File: config.mk
export PLATFORM = sky130hd
export DESIGN_NAME = mdu_div_cell
export DESIGN_NICKNAME = d
export VERILOG_FILES = /design/src/rtl/core/mdu_pkg.sv /design/src/rtl/core/mdu_div_cell.sv
export SDC_FILE = /design/constraint.sdc
export NUM_CORES = 1
export LEC_CHECK = 0
export BUFFER_PORTS_ARGS = -buffer_cell sky130_fd_sc_hd__buf_2
export CAP_MARGIN = 10
export CORE_UTILIZATION = 48
export CTS_BUF_LIST = sky130_fd_sc_hd__clkbuf_4 sky130_fd_sc_hd__clkbuf_8
export DETAILED_ROUTE_END_ITERATION = 12
export PLACE_DENSITY = 0.8
export SLEW_MARGIN = 20
export SYNTH_ARGS = -nofsm -noshare
export SYNTH_HDL_FRONTEND = slang
export SYNTH_SLANG_ARGS = --single-unit
export TNS_END_PERCENT = 1
File: constraint.sdc
create_clock -name aclk -period 4.1 [get_ports aclk]
set_clock_uncertainty 0.05 [all_clocks]
set_input_delay 0.41 -clock aclk [delete_from_list [all_inputs] [get_ports aclk]]
set_output_delay 0.41 -clock aclk [all_outputs]
set_load 0.01 [all_outputs]
File: src/rtl/core/mdu_pkg.sv
package mdu_pkg;

    // fixed field widths of the stream payload
    localparam int FIELD_W = 16;
    localparam int OUT_W   = 16;

    // signed output range
    localparam int OUT_MAX = 32767;
    localparam int OUT_MIN = -32768;

endpackage

File: src/rtl/core/mdu_div_cell.sv
module mdu_div_cell #(
    parameter int ROOT_W = 32,
    parameter int Q_W    = 16
) (
    input  logic              aclk,
    input  logic              aresetn,
    input  logic              in_valid,
    output logic              in_ready,
    input  logic [ROOT_W-1:0] div_in,
    input  logic [ROOT_W-1:0] ry_in,
    input  logic [ROOT_W-1:0] rx_in,
    input  logic [Q_W-1:0]    qy_in,
    input  logic [Q_W-1:0]    qx_in,
    input  logic              sy_in,
    input  logic              sx_in,
    input  logic              zero_in,
    output logic              out_valid,
    input  logic              out_ready,
    output logic [ROOT_W-1:0] div_out,
    output logic [ROOT_W-1:0] ry_out,
    output logic [ROOT_W-1:0] rx_out,
    output logic [Q_W-1:0]    qy_out,
    output logic [Q_W-1:0]    qx_out,
    output logic              sy_out,
    output logic              sx_out,
    output logic              zero_out
);
    import mdu_pkg::*;

    logic              valid_reg, valid_next;
    logic [ROOT_W-1:0] div_reg;
    logic [ROOT_W-1:0] ry_reg, rx_reg, ry_next, rx_next;
    logic [Q_W-1:0]    qy_reg, qx_reg, qy_next, qx_next;
    logic              sy_reg, sx_reg, zero_reg;
    logic [ROOT_W:0]   ys, xs, yd, xd, dv;
    logic              y_ge, x_ge;

    // one restoring quotient bit for each lane; dividend tail bits are zero
    always_comb begin
        dv      = {1'b0, div_in};
        ys      = {ry_in, 1'b0};
        xs      = {rx_in, 1'b0};
        yd      = ys - dv;
        xd      = xs - dv;
        y_ge    = (ys >= dv);
        x_ge    = (xs >= dv);
        ry_next = y_ge ? yd[ROOT_W-1:0] : ys[ROOT_W-1:0];
        rx_next = x_ge ? xd[ROOT_W-1:0] : xs[ROOT_W-1:0];
        qy_next = {qy_in[Q_W-2:0], y_ge};
        qx_next = {qx_in[Q_W-2:0], x_ge};
    end

    assign in_ready   = !valid_reg || out_ready;
    assign valid_next = in_ready ? in_valid : valid_reg;

    always_ff @(posedge aclk) begin
        if (!aresetn) begin
            valid_reg <= 1'b0;
        end else begin
            valid_reg <= valid_next;
        end
    end

    always_ff @(posedge aclk) begin
        if (in_valid && in_ready) begin
            div_reg  <= div_in;
            ry_reg   <= ry_next;
            rx_reg   <= rx_next;
            qy_reg   <= qy_next;
            qx_reg   <= qx_next;
            sy_reg   <= sy_in;
            sx_reg   <= sx_in;
            zero_reg <= zero_in;
        end
    end

    assign out_valid = valid_reg;
    assign div_out   = div_reg;
    assign ry_out    = ry_reg;
    assign rx_out    = rx_reg;
    assign qy_out    = qy_reg;
    assign qx_out    = qx_reg;
    assign sy_out    = sy_reg;
    assign sx_out    = sx_reg;
    assign zero_out  = zero_reg;

endmodule

==> flow_summary.yaml <==
global_routing:
  grt_pass1_wl_um: 29480
  antenna_found_initial: 0
  grt_max_degree: 73
  grt_pass1_vias: 6014
  grt-ovfl-total: 0
  grt.total_usage_pct: 22.85
job:
  cap_viol_max_count: 0
cells_and_area:
  drive_above_1_share_pct: 31.76
  area_delta_synth_final_pct: 25.81
  diodes: 0
  final_util_pct: 62.40
  fin_nets: 1202
worst_setup_path:
  startpoint_type: "input pin"
  critPathLaunch: "div_in[7]"
  path_max_fanout: 16
  r2r_start: "out_valid"
  required_ns: 4.25
  cpMostUsedCell: "a221o_1"
  arrival_ns: 3.67
  crit_chain: "buf_2 > inv_1 > ha_1 > a21o_1 > a221o_1 > nand4_1 > o311ai_2 > o21ai_2 > a21oi_1 > a221o_1 > o2111ai_1 > and2_1 > buf_12 > mux2_1"
  r2r_setup_slack_ns: 2.31
  worst_setup_path_end_kind: "flop"
  slowest_delay_ns: 0.40
  criticalPathCategory: "in -> reg"
  slowest_stage: "a221o_1"
hold_path:
  hp-start: "qx_in[14]"
  min_path_type: "in -> reg"
placed_design:
  dp_hpwl_um: 15510
  io_buffers: 265
  gp_congestion: 0.8664
sta:
  hold_viol: 0
  finalMaxSlewViolations: 0
  max_freq_ghz: 0.2836
  tightest_slew_ns: 0.8529
  rsz0062_at_grt: "false"
  post-route-period-util_pct: 86.01
  slew_headroom_pct: 42.54
  whs_ns: 0.07975
  period_minus_slack_ns: 3.526
  tns_ns: 0
  setup_viol: 0
power:
  leakage_nw: 4.522
  power_density_nw_per_um2: 380.5
  power_mw: 3.800
  irDropWorstVdd_mv: 0.1906
cts:
  insertion_delay_ns: 0.45
  clock-sinks: 132
  root_buffer: "clkbuf_8"
  clockBufferDepth: 2
  cts_tree: "done"
  ctsResizeCount: 0
  post_cts_buffers: 0
  htree_levels: 4
  numCtsBuffers: 17
  cts_hold_buf: 0
  path_clk_slew_ns: 0.09
route:
  vias_per_cell: 5.344
  drtAntennaViolNets: 0
  vias: 6573
  wl_per_cell_um: 15.99
  route.detailed.drc: 0
  drt_iter0_drc: 432
  drt_pass1_iterations: 5
  wirelength_um: 19670
yosys:
  yosys_warnings: 0
  synth_top_cell_area_share_pct: 49.57
  dominantRegCellSynth: "edfxtp_1"
  synth_largest_area_cell: "edfxtp_1"
  synth_most_common_cell: "edfxtp_1"
  syn_nets: 925
  synth_common_cells: "edfxtp_1 (131), o21ai_0 (70), ha_1 (64)"
  syn_avg_cell_area_um2: 10.96
  ys_types: 55
  synthCells: 724
  seq_area_frac_synth_pct: 49.82
  syn_area_um2: 7936
  synthTopCellsByArea: "edfxtp_1 (50%), ha_1 (10%), o21ai_0 (4.4%)"
  synth-edff-count: 131
  async_reset_ff_share_pct: 0
  synth-seq-cells: 132
floorplanning:
  ios: 268
  initial_core_util_pct: 49.60
  core_area_um2: 16000
  die_w_um: 130.6
  fp.dieH_um: 130.6
  die-area_um2: 17050
  floorplan.rows: 46
run_status:
  status: "finished clean"
state kept, by name, indices dropped and copies added, names as in the netlist:
name and flops:
div_out 32, sx_out 1, zero_out 1, qy_out 16
sy_out 1, qx_out 16, ry_out 32, rx_out 32
out_valid 1
critical path, delay by kind of cell:
kind,cells,cell delay (ns)
fa+ha+maj,1,0.35
mux,1,0.34
compound gates,7,1.83
simple gates,2,0.39
buf+inv,3,0.33
metal layers:
| layer | part of all wire [%] | track usage (%) | vias up |
|---|---|---|---|
| met5 | 0 | 0 | - |
| met4 | 1.4 | 6.897 | 0 |
| met3 | 8.7 | 5.985 | 28 |
| met2 | 48 | 38.19 | 287 |
| met1 | 42 | 29.01 | 3010 |
| li1 | - | - | 3248 |
per-stage QoR:
| step | cells | setup WS, ns | instance area, µm² |
|---|---|---|---|
| floorplan | 724 | 0.7122 | 7938 |
| global placement | 1198 | 0.2333 | 9575 |
| detailed placement | 1198 | 0.1708 | 9575 |
| CTS | 1230 | 0.6389 | 9985 |
| global route | 1230 | 0.4073 | 9985 |
| finish | 1230 | 0.5737 | 9985 |
power by group:
group / total (mW) / switching (mW) / internal [mW]
clock: 1.14 / 0.578 / 0.567
sequential: 1.68 / 0.0270 / 1.65
combinational: 0.977 / 0.554 / 0.423
cell families (layout without fill, tap and decap cells):
kind of cell / count (synthesis) / in the layout / synth area share, %
xor+xnor: 51 / 51 / 5.628
simple gates: 180 / 180 / 11.11
flops: 132 / 132 / 49.82
buf+inv: 67 / 357 / 3.484
fa+ha+maj: 66 / 66 / 10.59
mux: 21 / 21 / 2.980
compound gates: 207 / 207 / 16.38
layout by cell type (no fill, tap or decap), drive strengths merged, types with 4 or more instances in the layout:
master  instances
o21bai          4
nand3          19
xnor2          32
nor2           31
nor3b           4
a21o           39
edfxtp        131
nand2          62
buf           277
nor3            6
and3            7
o21a            6
ha             64
xor2           19
inv            55
clkbuf         18
o21ai          72
a31oi           4
a211oi          5
mux2           21
nand2b         14
nand4          14
o31ai           4
and2            5
nor2b           8
a21oi          51
layout make-up:
class                           count  area, µm²
Tap cell                          216      270.3
Inverter                           48      180.2
Multi-Input combinational cell    525       3717
Fill cell                        1344       6016
Timing Repair Buffer              277       1454
Clock inverter                     14      167.7
Sequential cell                   132       3954
Clock buffer                       18      241.5
worst paths after layout:
kind	endpoint	depth (start not counted)
min reg2reg	out_valid	2
max reg2reg	div_out[30]	3
min	qx_out[15]	1
max	ry_out[11]	14
(Power assumes the default switching activity.)
