===== src/rtl/core/mdu_pkg.sv =====
package mdu_pkg;

    // fixed field widths of the stream payload
    localparam int FIELD_W = 16;
    localparam int OUT_W   = 16;

    // signed output range
    localparam int OUT_MAX = 32767;
    localparam int OUT_MIN = -32768;

endpackage


===== src/rtl/core/mdu_sqrt_cell.sv =====
module mdu_sqrt_cell #(
    parameter int MAG_W  = 17,
    parameter int RAD_W  = 36,
    parameter int ROOT_W = 32
) (
    input  logic              aclk,
    input  logic              aresetn,
    input  logic              in_valid,
    output logic              in_ready,
    input  logic [RAD_W-1:0]  rad_in,
    input  logic [ROOT_W:0]   rem_in,
    input  logic [ROOT_W-1:0] root_in,
    input  logic [MAG_W-1:0]  ay_in,
    input  logic [MAG_W-1:0]  ax_in,
    input  logic              sy_in,
    input  logic              sx_in,
    input  logic              zero_in,
    output logic              out_valid,
    input  logic              out_ready,
    output logic [RAD_W-1:0]  rad_out,
    output logic [ROOT_W:0]   rem_out,
    output logic [ROOT_W-1:0] root_out,
    output logic [MAG_W-1:0]  ay_out,
    output logic [MAG_W-1:0]  ax_out,
    output logic              sy_out,
    output logic              sx_out,
    output logic              zero_out
);
    import mdu_pkg::*;

    logic              valid_reg, valid_next;
    logic [RAD_W-1:0]  rad_reg, rad_next;
    logic [ROOT_W:0]   rem_reg, rem_next;
    logic [ROOT_W-1:0] root_reg, root_next;
    logic [MAG_W-1:0]  ay_reg, ax_reg;
    logic              sy_reg, sx_reg, zero_reg;
    logic [ROOT_W+2:0] rem_sh, trial, diff;
    logic              fits;

    // one root bit: bring down two radicand bits, try root*4+1
    always_comb begin
        rem_sh    = {rem_in, rad_in[RAD_W-1 -: 2]};
        trial     = {1'b0, root_in, 2'b01};
        diff      = rem_sh - trial;
        fits      = (rem_sh >= trial);
        rem_next  = fits ? diff[ROOT_W:0] : rem_sh[ROOT_W:0];
        root_next = {root_in[ROOT_W-2:0], fits};
        rad_next  = {rad_in[RAD_W-3:0], 2'b00};
    end

    assign in_ready   = !valid_reg || out_ready;
    assign valid_next = in_ready ? in_valid : valid_reg;

    always_ff @(posedge aclk) begin
        if (!aresetn) begin
            valid_reg <= 1'b0;
        end else begin
            valid_reg <= valid_next;
        end
    end

    always_ff @(posedge aclk) begin
        if (in_valid && in_ready) begin
            rad_reg  <= rad_next;
            rem_reg  <= rem_next;
            root_reg <= root_next;
            ay_reg   <= ay_in;
            ax_reg   <= ax_in;
            sy_reg   <= sy_in;
            sx_reg   <= sx_in;
            zero_reg <= zero_in;
        end
    end

    assign out_valid = valid_reg;
    assign rad_out   = rad_reg;
    assign rem_out   = rem_reg;
    assign root_out  = root_reg;
    assign ay_out    = ay_reg;
    assign ax_out    = ax_reg;
    assign sy_out    = sy_reg;
    assign sx_out    = sx_reg;
    assign zero_out  = zero_reg;

endmodule


===== config.mk =====
export PLATFORM = sky130hd
export DESIGN_NAME = mdu_sqrt_cell
export DESIGN_NICKNAME = d
export VERILOG_FILES = /design/src/rtl/core/mdu_pkg.sv /design/src/rtl/core/mdu_sqrt_cell.sv
export SDC_FILE = /design/constraint.sdc
export NUM_CORES = 1
export LEC_CHECK = 0
export BUFFER_PORTS_ARGS = -buffer_cell sky130_fd_sc_hd__buf_2
export CORE_ASPECT_RATIO = 0.9
export CORE_MARGIN = 2
export CORE_UTILIZATION = 45
export CTS_BUF_LIST = sky130_fd_sc_hd__clkbuf_4 sky130_fd_sc_hd__clkbuf_8
export DETAILED_ROUTE_END_ITERATION = 8
export PLACE_DENSITY = 0.78
export RECOVER_POWER = 50
export SYNTH_ARGS = -nofsm -noshare
export SYNTH_HDL_FRONTEND = slang
export SYNTH_SLANG_ARGS = --single-unit

===== constraint.sdc =====
create_clock -name aclk -period 10.8 [get_ports aclk]
set_clock_uncertainty 0.1 [all_clocks]
set_input_delay 1.08 -clock aclk [delete_from_list [all_inputs] [get_ports aclk]]
set_output_delay 1.08 -clock aclk [all_outputs]
set_load 0.02 [all_outputs]

==> run metrics <==
final WL=16700 um; GP Congestion=0.872; post-CTS resize count=0; Rel. slew slack=-1.78; failing checks=capacitance limit, slew limit; CTS max path bufs=2; post-synth top area share=0.604; maximum VDD drop=0.0738 mV; die height=120 um; vias post-DR=about 5.1k; Clk pwr share=0.313; gr usage total=0.209; RR Startpoint=out_valid$_SDFFE_PN0N_; critical path startpoint=out_ready; Fin. Hold Viols=0; Period minus WS final=between 5000 and 6000 ps; CP Class=input pin to register; Worst EP arrival=5400 ps; H-tree Lvls=4; Synth Instances=slightly above 500; Clk pin slew, worst setup/hold paths=90 ps; Required @ worst endpoint=10770 ps; Final Max Tran Viols=66; n_diodes=0; routed vias/inst=5.11; Final setup viols=0; Synth Flop Type=edfxtp_1; EDFF count, synth=136; # IOs=282; Avg WL per Cell=16.6 um; area of the multi-input gates=roughly 2400 sq um; Overflow after GRT=0; Layout area overhead=27.7%; crit start category=input pin; CTS tree=yes; layout cells sized above 1=0.357; core area=14700 sq um; DRC=0; sequential element share of the synthesized area=0.607; pre-CTS WS=6740 ps; switching share of power=0.294; FILL cells=between 1k and 1.5k; Max Fclk=between 150 and 200 MHz; Worst-Margin Slew=4170 ps; IO buf count=279; setup TNS=0 ps; first-pass GRT wire length=approximately 26000 um; Die Wd=between 100 and 150 um; # nets final=roughly 970; async set-reset flop share out of synthesis=0; worst-path fanout max=72; DRT Pass-1 Iters=4; top-count cell post-synth=edfxtp_1; Tot Pwr=1.37 mW; final cell utilization of the core=0.587; full die area=~16000 sq um; Flop pwr share=0.471; Syn Std Cell Area=6760 sq um; initial DRC count=~260; status=finished with violations; Period Utilization, post-route=0.503; register area=~4100 sq um; logic gate share of total power=0.216; RSZ-0062 raised after global routing=false; most common library cells after synthesis=edfxtp_1, inv_1, a21oi_1, ha_1, nand2_1; Power Internal=969 uW; LEAKAGE=3.72 nW; site row count=42; Worst Hold Class=register to register; worst skew pair latency=440 ps; CP endpoint kind=register; Synth warnings=0; CTS root buffer=clkbuf_8; DP HPWL=about 13000 um; CTS sink cnt=137; Final WS setup=between 5000 and 6000 ps; switching power total=between 400 and 500 uW; Post-CTS Setup Repair Bufs=0; largest cells by area after synthesis=edfxtp_1, ha_1, mux2_4, a21oi_1, inv_1; Hold Path Origin=out_valid$_SDFFE_PN0N_; Starting Density=0.459; Mean Syn Cell Area=13.3 sq um; pin count of the biggest net entering global routing=73; flip-flop and latch count after synthesis=137; cts bufs inserted=17; pwr dens=159 nW/um^2; synth unique cells=63; area leader, netlist=edfxtp_1; vias in the first global route=4989; DRT antenna net count=0; initial antenna violation count=0; max cap viols=1; CTS Hold Bufs=0
stage by stage:
step           hold WS (ps)  instance area (sq um)  instances
2_1_floorplan           650                   6760        509
3_3_place_gp            424                   8310        972
4_1_cts                 451                   8710       1004
6_report                443                   8630       1004
5_1_grt                 475                   8630       1004
3_5_place_dp            433                   8310        972
path summary, 6_finish.rpt:
path | end | depth (start not counted) | slack [ps]
worst max-delay path | rad_out[33]$_DFFE_PP_ | 4 | 5370
worst min-delay path | out_valid$_SDFFE_PN0N_ | 2 | 440
worst max register to register | rad_out[33]$_DFFE_PP_ | 3 | 5790
worst min register to register | out_valid$_SDFFE_PN0N_ | 2 | 440
power groups by stage:
stage | registers [mW] | logic [mW] | clock network [mW]
after floorplan | 0.713 | 0.153 | 0
after global placement | 0.656 | 0.297 | 0
after detailed placement | 0.657 | 0.301 | 0
after CTS | 0.646 | 0.302 | 0.442
after global routing | 0.650 | 0.322 | 0.464
final | 0.647 | 0.297 | 0.430
cell usage in the layout, fill, tap and decap left out, types with 3 or more instances in the layout:
master / instances
a2111oi_0: 3
a21o_1: 11
a21oi_1: 34
a31oi_1: 7
and4_1: 3
buf_2: 220
clkbuf_1: 59
clkbuf_8: 17
clkinv_4: 3
edfxtp_1: 136
ha_1: 34
inv_1: 43
inv_6: 4
mux2_2: 7
mux2_4: 18
nand2_1: 27
nand2b_1: 4
nand3_1: 14
nand4_1: 8
nor2_1: 23
nor2b_1: 3
nor3_1: 6
nor4_1: 4
o21a_1: 10
o21ai_0: 17
o21bai_1: 6
o31a_1: 4
o31ai_1: 7
or2_2: 3
xnor2_1: 13
xor2_1: 10
per-layer routing:
metal / GRT usage / vias up / wire length, um
li1: - / 2499 / -
met1: 0.245 / 2420 / 6810
met2: 0.364 / 183 / 8410
met3: 0.0625 / 26 / 1120
met4: 0.0778 / 0 / 312
met5: 0 / - / 0
flip-flops by register name, summed over array words and instances (netlist names):
register	count
rad_out	34
rem_out	33
root_out	32
ax_out	17
ay_out	17
out_valid	1
sx_out	1
sy_out	1
zero_out	1
worst max-delay path, stage by stage:
cell,delay (ps)
buf_2,70
nand2b_1,120
and2_0,2970
buf_4,1060
cell families (layout without fill, tap and decap cells):
kind of cell | Yosys count | count (layout) | synth area share
XOR/XNOR | 23 | 23 | 0.0298
flip-flops | 137 | 137 | 0.607
AND/OR/NAND/NOR | 105 | 105 | 0.0774
adder cells (fa/ha/maj) | 34 | 34 | 0.0629
other | 1 | 2 | 0.000555
buffers and inverters | 59 | 356 | 0.0426
multiplexers | 27 | 27 | 0.0548
AO/OA/AOI/OAI | 122 | 122 | 0.125
cell type report:
class / instances / share of cell area
Multi-Input combinational cell: 313 / 0.275
Tap cell: 198 / 0.0287
Clock inverter: 14 / 0.0188
Clock buffer: 18 / 0.0280
Timing Repair Buffer: 280 / 0.154
Sequential cell: 137 / 0.475
Inverter: 44 / 0.0206
No activity file was read; power rests on OpenSTA's default activity.
