`src/rtl/core/mdu_pkg.sv`:
```
package mdu_pkg;

    // fixed field widths of the stream payload
    localparam int FIELD_W = 16;
    localparam int OUT_W   = 16;

    // signed output range
    localparam int OUT_MAX = 32767;
    localparam int OUT_MIN = -32768;

endpackage

```
`src/rtl/core/mdu_out.sv`:
```
module mdu_out #(
    parameter int FRAC_BITS = 14,
    parameter int Q_W       = 16
) (
    input  logic                      aclk,
    input  logic                      aresetn,
    input  logic                      in_valid,
    output logic                      in_ready,
    input  logic [Q_W-1:0]            qy,
    input  logic [Q_W-1:0]            qx,
    input  logic                      sy,
    input  logic                      sx,
    input  logic                      zero,
    output logic                      out_valid,
    input  logic                      out_ready,
    output logic [mdu_pkg::OUT_W-1:0] dir_y,
    output logic [mdu_pkg::OUT_W-1:0] dir_x
);
    import mdu_pkg::*;

    localparam int V_W = (Q_W + 1 > OUT_W) ? Q_W + 1 : OUT_W;
    localparam logic [Q_W-1:0]        ONE  = Q_W'(1) << FRAC_BITS;
    localparam logic signed [V_W-1:0] VMAX = V_W'(OUT_MAX);
    localparam logic signed [V_W-1:0] VMIN = V_W'(OUT_MIN);

    logic             valid_reg, valid_next;
    logic [OUT_W-1:0] dy_reg, dx_reg, dy_next, dx_next;

    // clamp to 1.0, apply sign, saturate to the output width
    function automatic logic [OUT_W-1:0] finish(input logic [Q_W-1:0] q, input logic neg);
        logic [Q_W-1:0]        qc;
        logic signed [V_W-1:0] v;
        qc = (q > ONE) ? ONE : q;
        v  = neg ? -$signed(V_W'(qc)) : $signed(V_W'(qc));
        if (v > VMAX) begin
            v = VMAX;
        end else if (v < VMIN) begin
            v = VMIN;
        end
        return v[OUT_W-1:0];
    endfunction

    always_comb begin
        dy_next = zero ? '0 : finish(qy, sy);
        dx_next = zero ? '0 : finish(qx, sx);
    end

    assign in_ready   = !valid_reg || out_ready;
    assign valid_next = in_ready ? in_valid : valid_reg;

    always_ff @(posedge aclk) begin
        if (!aresetn) begin
            valid_reg <= 1'b0;
        end else begin
            valid_reg <= valid_next;
        end
    end

    always_ff @(posedge aclk) begin
        if (in_valid && in_ready) begin
            dy_reg <= dy_next;
            dx_reg <= dx_next;
        end
    end

    assign out_valid = valid_reg;
    assign dir_y     = dy_reg;
    assign dir_x     = dx_reg;

endmodule

```
`config.mk`:
```
export PLATFORM = sky130hd
export DESIGN_NAME = mdu_out
export DESIGN_NICKNAME = d
export VERILOG_FILES = /design/src/rtl/core/mdu_pkg.sv /design/src/rtl/core/mdu_out.sv
export SDC_FILE = /design/constraint.sdc
export NUM_CORES = 1
export LEC_CHECK = 0
export BUFFER_PORTS_ARGS = -buffer_cell sky130_fd_sc_hd__buf_2
export CAP_MARGIN = 20
export CORE_MARGIN = 4
export CORE_UTILIZATION = 45
export DETAILED_ROUTE_END_ITERATION = 7
export PLACE_DENSITY = 0.86
export SLEW_MARGIN = 20
export SYNTH_ARGS = -nofsm -noshare
export SYNTH_HDL_FRONTEND = slang
export SYNTH_SLANG_ARGS = --single-unit
export TNS_END_PERCENT = 100
```
`constraint.sdc`:
```
create_clock -name aclk -period 2.4 [get_ports aclk]
set_clock_uncertainty 0.1 [all_clocks]
set_input_delay 0.48 -clock aclk [delete_from_list [all_inputs] [get_ports aclk]]
set_output_delay 0.48 -clock aclk [all_outputs]
set_load 0.01 [all_outputs]
```
==> flow_metrics.py <==
metrics = {
    "clock_network": {
        "root_buffer": "clkbuf_8",
        "clock-sinks": 33,
        "clkLatencyLatePin_ns": 0.28,
        "htree_levels": 2,
        "cts.path.max_buffers": 2,
        "cts_tree": "yes",
        "path_clk_slew_ns": 0.06,
        "cts_resized": 0,
        "cts_hold_buf": 0,
        "cts_buffers": 5,
        "postCtsSetupBuffers": 0,
    },
    "timing": {
        "final-setup-viol-count": 0,
        "fin_crit_ns": 2.13,
        "slew_viol_final": 0,
        "finalHoldViolCount": 0,
        "tightestPinTransition_ns": 0.402,
        "tns_ns": 0,
        "finalCritPeriodShare": 0.887,
        "slew_headroom": 0.728,
        "fmax_mhz": 470,
        "setup_slack_ns": 0.270,
        "rsz0062_at_grt": "no",
    },
    "critical_path": {
        "critPathMaxFanout": 15,
        "critPathLaunchType": "primary input",
        "cp-end-kind": "flop",
        "required_ns": 2.40,
        "timing.rr.start": "out_valid",
        "cp_top_family": "compound AO/OA/AOI/OAI gates",
        "path_cells": "buf_2 > nor2_1 > buf_4 > nand2_1 > ha_1 > nand2b_1 > a21oi_2 > a41oi_1 > a21o_1 > buf_12 > o31ai_1",
        "r2r_cells": 3,
        "critPathBufInv": 3,
        "crit_arrival_ns": 2.13,
        "r2r-end": "dir_y[15]",
        "path_class": "primary input to flop",
        "crit_slowest_cell": "o31ai_1",
        "slowest_delay_ns": 0.26,
        "r2r_slack_ns": 1.05,
    },
    "placement": {
        "dp_hpwl_um": 4350,
        "place.gp.congestion": 1.02,
        "numPortBuffers": 72,
        "place_ws_ns": -0.0343,
    },
    "drt": {
        "routed_wl_um": 5660,
        "vias": 2100,
        "first_pass_iters": 4,
        "antenna_left": 0,
        "drc_errors": 0,
        "post_drt_wl_per_cell_um": 15.5,
        "drt-initial-drc-count": 153,
        "vias_per_cell": 5.77,
    },
    "grt": {
        "antenna_found_initial": 0,
        "gr-max-usage-layer": "met2",
        "grt.met1_usage": 0.264,
        "grt_max_degree": 33,
        "first_global_vias": 2034,
        "grt_remaining_overflow": 0,
        "grt_pass1_wl_um": 9510,
        "gr-usage-met2": 0.319,
        "grt.met3_usage": 0.0293,
        "grt_usage": 0.196,
    },
    "synthesis": {
        "synth_cell_types": 47,
        "async_flop_share": 0,
        "synth_edf_count": 32,
        "yosysWarnings": 0,
        "synth_top_flop_cell": "edfxtp_1",
        "syn_area_per_cell_um2": 10.0,
        "syn_nets": 255,
        "ys_seq_area_frac": 0.458,
        "syn-instance-count": 214,
        "syn_area_um2": 2140,
        "synth_seq_cells": 33,
    },
    "die": {
        "ios": 73,
        "die_h_um": 77.0,
        "num_rows": 24,
        "core-area_um2": 4470,
        "dieArea_um2": 5930,
        "start_util": 0.478,
        "fp.dieW_um": 77.0,
    },
    "job": {
        "maxCapViolations": 0,
    },
    "finish": {
        "post_route_cells_drive_above_1_share": 0.375,
        "area_growth_pct": 32.0,
        "antenna_cells": 0,
        "mostFrequentLayoutCells": "72 x buf_2, 32 x edfxtp_1, 27 x buf_4",
        "finalNetCount": 352,
        "layout_commonest_cell": "buf_2",
    },
    "worst_hold_path": {
        "hold_class": "primary input to flop",
        "whs_endpoint": "out_valid",
        "hold_depth": 2,
        "worstHoldStart": "aresetn",
    },
    "status": {
        "run_status": "completed",
    },
    "pwr": {
        "power.density_nw_per_um2": 494,
        "leakagePower_nw": 1.15,
        "ir_worst_vdd_uv": 263,
    },
}
## cell families (layout without fill, tap and decap cells)
logic type	after synthesis	in the layout	share of synthesized area
buf+inv	14	112	0.0281
compound gates	61	61	0.195
xor+xnor	14	14	0.0573
simple gates	89	89	0.245
mux	1	1	0.00468
flops	33	33	0.458
fa+ha+maj	2	2	0.0117
## worst max-delay path by stage
stage | start | end | slack (ns) | cells after the start
after floorplan | qy[15] | dir_y[6] | 0.01 | 10
after global placement | qy[4] | dir_y[12] | 0.09 | 7
after detailed placement | qy[15] | dir_y[4] | -0.03 | 11
after CTS | qy[15] | dir_y[4] | 0.24 | 11
after global routing | qy[15] | dir_y[4] | 0.08 | 11
final | qy[15] | dir_y[4] | 0.27 | 11
## state kept, by name, indices dropped and copies added, names as in the netlist
signal	cells
dir_y	16
out_valid	1
dir_x	16
## power by group
part | switching (mW) | internal (mW) | total, mW | leakage, nW
clock | 0.211 | 0.201 | 0.412 | 0.0450
combinational | 0.174 | 0.127 | 0.301 | 0.780
sequential | 0.00827 | 0.675 | 0.684 | 0.327
total | 0.393 | 1.00 | 1.40 | 1.15
## final cells by class
class / instances / area, um2
fillers: 383 / 1650
multi-input cells: 167 / 1100
flip-flops and latches: 33 / 981
repair buffers: 100 / 583
clock buffers: 6 / 72.6
well taps: 52 / 65.1
inverters: 4 / 15.0
clock inverters: 2 / 10.0
## cells in the mapped netlist, types with 3 or more instances
| cell type | number | area [um2] |
|---|---|---|
| o41ai_1 | 3 | 26.3 |
| clkbuf_1 | 8 | 30.0 |
| nor3_1 | 12 | 60.1 |
| nand3_1 | 4 | 20.0 |
| nand2_1 | 14 | 52.6 |
| a31oi_1 | 3 | 18.8 |
| a21oi_1 | 12 | 60.1 |
| nor2b_1 | 6 | 37.5 |
| nand4b_1 | 3 | 26.3 |
| nand2b_1 | 4 | 25.0 |
| a21o_1 | 3 | 22.5 |
| or2_2 | 4 | 25.0 |
| o21ai_0 | 10 | 50.1 |
| nand4_1 | 3 | 18.8 |
| o31ai_1 | 15 | 113 |
| xor2_1 | 10 | 87.6 |
| xnor2_1 | 4 | 35.0 |
| nor3b_1 | 3 | 22.5 |
| or4_1 | 3 | 22.5 |
| or3_1 | 5 | 31.3 |
| inv_1 | 4 | 15.0 |
| nor2_1 | 15 | 56.3 |
| o211ai_1 | 3 | 22.5 |
| edfxtp_1 | 32 | 961 |
| and4_1 | 3 | 26.3 |
## metal layers
layer  wire (um)  vias to the layer above
li1            -                     1029
met1        2520                      966
met2        2650                       93
met3         377                       12
met4         113                        0
met5           0                        -
## metrics by stage
stage                     cells  power [mW]   util  hold slack [ns]  cell area [um2]
after floorplan             214       0.848      -            0.510             2140
final                       364        1.40  0.632            0.359             2830
after detailed placement    356       0.994  0.613            0.424             2740
after global routing        364        1.46  0.632            0.359             2830
after global placement      356       0.988  0.613            0.402             2740
after CTS                   364        1.40  0.632            0.356             2830
## worst register-to-register path, delay by kind of cell (launching register included)
kind	cells	cell delay [ns]
and+or+nand+nor	2	0.23
DFF	1	0.30
buffers and inverters	1	0.37
Power figures use the tool's default switching activity.
