--- src/rtl/core/mdu_pkg.sv ---
package mdu_pkg;

    // fixed field widths of the stream payload
    localparam int FIELD_W = 16;
    localparam int OUT_W   = 16;

    // signed output range
    localparam int OUT_MAX = 32767;
    localparam int OUT_MIN = -32768;

endpackage

--- src/rtl/core/mdu_prep.sv ---
module mdu_prep #(
    parameter int COORD_W = 16
) (
    input  logic                        aclk,
    input  logic                        aresetn,
    input  logic                        in_valid,
    output logic                        in_ready,
    input  logic [mdu_pkg::FIELD_W-1:0] prev_left,
    input  logic [mdu_pkg::FIELD_W-1:0] prev_top,
    input  logic [mdu_pkg::FIELD_W-1:0] prev_right,
    input  logic [mdu_pkg::FIELD_W-1:0] prev_bottom,
    input  logic [mdu_pkg::FIELD_W-1:0] cur_left,
    input  logic [mdu_pkg::FIELD_W-1:0] cur_top,
    input  logic [mdu_pkg::FIELD_W-1:0] cur_right,
    input  logic [mdu_pkg::FIELD_W-1:0] cur_bottom,
    output logic                        out_valid,
    input  logic                        out_ready,
    output logic [COORD_W:0]            mag_y,
    output logic [COORD_W:0]            mag_x,
    output logic                        neg_y,
    output logic                        neg_x,
    output logic                        no_motion,
    output logic [2*COORD_W+3:0]        dist2
);
    import mdu_pkg::*;

    localparam int MAG_W = COORD_W + 1;
    localparam int RAD_W = 2 * COORD_W + 4;

    // stage 1: doubled centers, absolute differences and signs
    logic             st1_valid_reg, st1_valid_next, st1_ready;
    logic [MAG_W-1:0] ay_reg, ax_reg, ay_next, ax_next;
    logic             sy_reg, sx_reg, sy_next, sx_next;
    logic [MAG_W-1:0] py, px, cy, cx;

    // stage 2: squared length
    logic             st2_valid_reg, st2_valid_next;
    logic [MAG_W-1:0] ay2_reg, ax2_reg;
    logic             sy2_reg, sx2_reg;
    logic             zero_reg, zero_next;
    logic [RAD_W-1:0] d2_reg, d2_next;

    assign py = MAG_W'(prev_top[COORD_W-1:0])  + MAG_W'(prev_bottom[COORD_W-1:0]);
    assign px = MAG_W'(prev_left[COORD_W-1:0]) + MAG_W'(prev_right[COORD_W-1:0]);
    assign cy = MAG_W'(cur_top[COORD_W-1:0])   + MAG_W'(cur_bottom[COORD_W-1:0]);
    assign cx = MAG_W'(cur_left[COORD_W-1:0])  + MAG_W'(cur_right[COORD_W-1:0]);

    always_comb begin
        sy_next = (cy < py);
        sx_next = (cx < px);
        ay_next = sy_next ? (py - cy) : (cy - py);
        ax_next = sx_next ? (px - cx) : (cx - px);
    end

    // stage handshakes: a stage takes a beat when empty or draining
    assign st1_ready      = !st2_valid_reg || out_ready;
    assign in_ready       = !st1_valid_reg || st1_ready;
    assign st1_valid_next = in_ready ? in_valid : st1_valid_reg;
    assign st2_valid_next = st1_ready ? st1_valid_reg : st2_valid_reg;

    always_ff @(posedge aclk) begin
        if (!aresetn) begin
            st1_valid_reg <= 1'b0;
            st2_valid_reg <= 1'b0;
        end else begin
            st1_valid_reg <= st1_valid_next;
            st2_valid_reg <= st2_valid_next;
        end
    end

    always_ff @(posedge aclk) begin
        if (in_valid && in_ready) begin
            ay_reg <= ay_next;
            ax_reg <= ax_next;
            sy_reg <= sy_next;
            sx_reg <= sx_next;
        end
    end

    // squares and their sum
    always_comb begin
        d2_next   = RAD_W'(ay_reg) * RAD_W'(ay_reg) + RAD_W'(ax_reg) * RAD_W'(ax_reg);
        zero_next = (ay_reg == '0) && (ax_reg == '0);
    end

    always_ff @(posedge aclk) begin
        if (st1_valid_reg && st1_ready) begin
            ay2_reg  <= ay_reg;
            ax2_reg  <= ax_reg;
            sy2_reg  <= sy_reg;
            sx2_reg  <= sx_reg;
            zero_reg <= zero_next;
            d2_reg   <= d2_next;
        end
    end

    assign out_valid = st2_valid_reg;
    assign mag_y     = ay2_reg;
    assign mag_x     = ax2_reg;
    assign neg_y     = sy2_reg;
    assign neg_x     = sx2_reg;
    assign no_motion = zero_reg;
    assign dist2     = d2_reg;

endmodule

--- config.mk ---
export PLATFORM = sky130hd
export DESIGN_NAME = mdu_prep
export DESIGN_NICKNAME = d
export VERILOG_FILES = /design/src/rtl/core/mdu_pkg.sv /design/src/rtl/core/mdu_prep.sv
export SDC_FILE = /design/constraint.sdc
export NUM_CORES = 1
export LEC_CHECK = 0
export BUFFER_PORTS_ARGS = -buffer_cell sky130_fd_sc_hd__buf_2
export CAP_MARGIN = 20
export CORE_AREA = 2 2 299 301
export CTS_CLUSTER_SIZE = 16
export DETAILED_ROUTE_END_ITERATION = 10
export DIE_AREA = 0 0 301 303
export HOLD_SLACK_MARGIN = 0.15
export PLACE_DENSITY = 0.57
export SYNTH_ARGS = -nofsm -noshare
export SYNTH_HDL_FRONTEND = slang
export SYNTH_SLANG_ARGS = --single-unit
--- constraint.sdc ---
create_clock -name aclk -period 13.8 [get_ports aclk]
set_input_delay 3.45 -clock aclk [delete_from_list [all_inputs] [get_ports aclk]]
set_output_delay 3.45 -clock aclk [all_outputs]
set_load 0.05 [all_outputs]
==> flow_metrics.py <==
metrics = {
    "min_path": {
        "holdPathEnd": "neg_x",
        "min_delay_path_depth": 0,
        "worstHoldStart": "sx_reg",
        "hp-class": "reg -> reg",
    },
    "grt": {
        "grt_use_total": 0.148,
        "first_global_vias": 19800,
        "grt_first_pass_wirelength_um": 106000,
        "overflow": 0,
        "antenna_found_initial": 3,
        "grt_max_degree": 41,
    },
    "synthesis": {
        "avgSynthCellArea_um2": 9.55,
        "synth_edf_count": 108,
        "async_flop_share": 0,
        "netlist_area_um2": 26200,
        "synthCells": 2745,
        "syn-num-nets": 3663,
        "yosysSeqAreaShare": 0.125,
        "synthFlopType": "edfxtp_1",
        "ys_seq_elements": 110,
        "yosysWarningCount": 0,
        "ys_types": 79,
    },
    "cells_and_area": {
        "n_antenna_cell": 0,
        "regArea_um2": 3280,
        "drive_above_1_share": 0.0987,
        "syn2layout_area_growth_pct": 10.6,
        "fillers": 9223,
        "largest_register_ffs": 35,
        "layout.nets": 3842,
        "multiInputGateArea_um2": 20100,
    },
    "clock_tree": {
        "clk_pin_slew_ns": 0.09,
        "numClockSinks": 110,
        "cts_made_buffers": 9,
        "cts_setup_buffers": 0,
        "cts-root-buf": "clkbuf_16",
        "cts_tree": "yes",
        "hold_buffers": 0,
        "cts_resized": 0,
        "clockBufferDepth": 2,
        "clock_latency_ns": 0.41,
        "h-tree-depth": 3,
    },
    "worst_setup_path": {
        "worstSetupStartpoint": "ay_reg[2]",
        "crit_type": "reg -> reg",
        "rrSetupSlack_ns": 5.69,
        "critPathTopFamily": "adder cells",
        "cp_slowest_cell": "edfxtp_1",
        "r2r-end": "dist2[34]",
        "cp.arrival_ns": 8.25,
        "worst_r2r_path_depth": 24,
        "crit_buf_inv": 7,
        "startpoint_type": "flop",
        "worstSetupEndpointType": "flop",
        "slowest_delay_ns": 0.86,
        "crit_chain": "inv_1 -> nor2_1 -> inv_1 -> fa_1 -> fa_1 -> inv_1 -> fa_1 -> inv_1 -> fa_1 -> inv_1 -> fa_1 -> fa_1 -> fa_1 -> inv_1 -> fa_1 -> inv_1 -> ha_1 -> a21o_1 -> a211oi_1 -> a21bo_2 -> a31oi_1 -> nor4b_1 -> nor4_1 -> xnor2_1",
        "cp_common_cell": "fa_1",
        "r2r_start": "ay_reg[2]",
        "cp.required_ns": 13.94,
        "path_max_fanout": 18,
    },
    "place": {
        "dp_hpwl_um": 54000,
        "port_buffers": 205,
        "place_congestion": 0.851,
    },
    "outcome": {
        "status": "finished, final reports clean",
    },
    "timing": {
        "period_minus_slack_ns": 8.11,
        "drv_slew": 0,
        "worst_pin_slew_ns": 1.05,
        "fin_setup_tns_ns": 0,
        "rsz0062_at_grt": "false",
        "relSlewSlack": 0.300,
        "hold_viol": 0,
        "finClkSkew_ns": 0.0259,
        "finalCritPeriodShare": 0.587,
        "timing.fmax_mhz": 123,
        "finalSetupViolCount": 0,
    },
    "detailed_routing": {
        "drt_wl_total_um": 65100,
        "dr.pass1.iters": 8,
        "dr.first_iter.drc_count": 905,
        "drc_errors": 0,
        "via_per_inst": 4.56,
        "antenna_left": 0,
        "avgRoutedWirePerCell_um": 15.9,
        "num_vias": 18700,
    },
    "floorplanning": {
        "num_rows": 109,
        "io_pins": 207,
        "dieHeight_um": 303,
        "start_util": 0.298,
        "dieArea_um2": 91200,
        "chipWidth_um": 301,
        "core_um2": 88000,
    },
    "run": {
        "drv_cap": 0,
    },
}
-- through the flow --
step	area, µm²	hold slack, ns	utilization	std cells	worst slack (ns)
5_1_grt	29000	0.450	0.330	4094	5.23
2_1_floorplan	26200	0.400	-	2745	6.24
4_1_cts	29000	0.435	0.329	4092	5.69
3_3_place_gp	28600	0.407	0.326	4076	5.36
3_5_place_dp	28600	0.412	0.326	4076	5.37
6_report	29000	0.431	0.330	4094	5.69
-- cell families after synthesis --
family | count (synthesis) | share of synthesized area
AOI/OAI and AO/OA | 362 | 0.0952
xor gates and xnor gates | 146 | 0.0488
adders and majority gates | 786 | 0.505
buffers and inverters | 759 | 0.110
DFF | 110 | 0.125
muxes | 26 | 0.00997
other | 1 | 0.000143
and+or+nand+nor | 555 | 0.106
-- placed cells by master, fill, tap and decap left out, types with 25 or more instances in the layout --
cell type	instances
a21o_1	76
nand3_1	25
mux2i_1	25
ha_1	333
nor2_1	75
inv_1	691
nor2b_1	25
a21oi_1	97
fa_1	453
edfxtp_1	108
nand2_1	204
o21ai_0	47
buf_4	29
xor2_1	50
and2_1	117
buf_2	205
xnor2_1	96
-- worst reg2reg max path, cell delays in order (launching register included) --
cell,delay [ns]
edfxtp_1,0.86
inv_1,0.24
nor2_1,0.22
inv_1,0.08
fa_1,0.49
fa_1,0.56
inv_1,0.05
fa_1,0.47
inv_1,0.05
fa_1,0.54
inv_1,0.06
fa_1,0.41
fa_1,0.50
fa_1,0.55
inv_1,0.05
fa_1,0.51
inv_1,0.05
ha_1,0.33
a21o_1,0.23
a211oi_1,0.15
a21bo_2,0.28
a31oi_1,0.46
nor4b_1,0.21
nor4_1,0.38
xnor2_1,0.12
-- how the worst max path moves through the flow --
| stage | to | slack (ns) | cells after the start |
|---|---|---|---|
| 6_report | dist2[34] | 5.69 | 24 |
| 5_1_grt | dist2[34] | 5.23 | 24 |
| 4_1_cts | dist2[34] | 5.69 | 24 |
| 3_5_place_dp | ax_reg[11] | 5.37 | 17 |
| 3_3_place_gp | ax_reg[11] | 5.36 | 17 |
| 2_1_floorplan | ax_reg[10] | 6.24 | 20 |
-- per-layer routing --
layer  up-vias  global-route usage  routed length, µm
met5         -                   0                  0
met4         0              0.0333               1240
met3        55              0.0154               1980
met2       297               0.271              34200
met1      9367               0.188              27700
li1       8962                   -                  -
-- cell type report --
class	count	area share
multi-input cells	1876	0.692
flip-flops and latches	110	0.113
inverters	691	0.0894
well taps	1165	0.0502
repair buffers	236	0.0448
clock buffers	9	0.00776
clock inverters	7	0.00306
-- synthesized netlist by cell type (16+ instances only) --
cell | instances | area (µm²)
inv_1 | 691 | 2590
fa_1 | 453 | 9070
ha_1 | 333 | 4170
nand2_1 | 204 | 766
and2_1 | 118 | 738
edfxtp_1 | 108 | 3240
a21oi_1 | 97 | 485
xnor2_1 | 96 | 841
a21o_1 | 76 | 571
nor2_1 | 75 | 282
clkbuf_1 | 57 | 214
xor2_1 | 50 | 438
o21ai_0 | 47 | 235
nor2b_1 | 26 | 163
mux2i_1 | 25 | 250
nand3_1 | 25 | 125
nor3_1 | 22 | 110
and3_1 | 16 | 100
o21bai_1 | 16 | 120
Power is left out: the tool's default activity adds up to more than one toggle a clock period on the data nets, which glitch-free logic cannot reach.
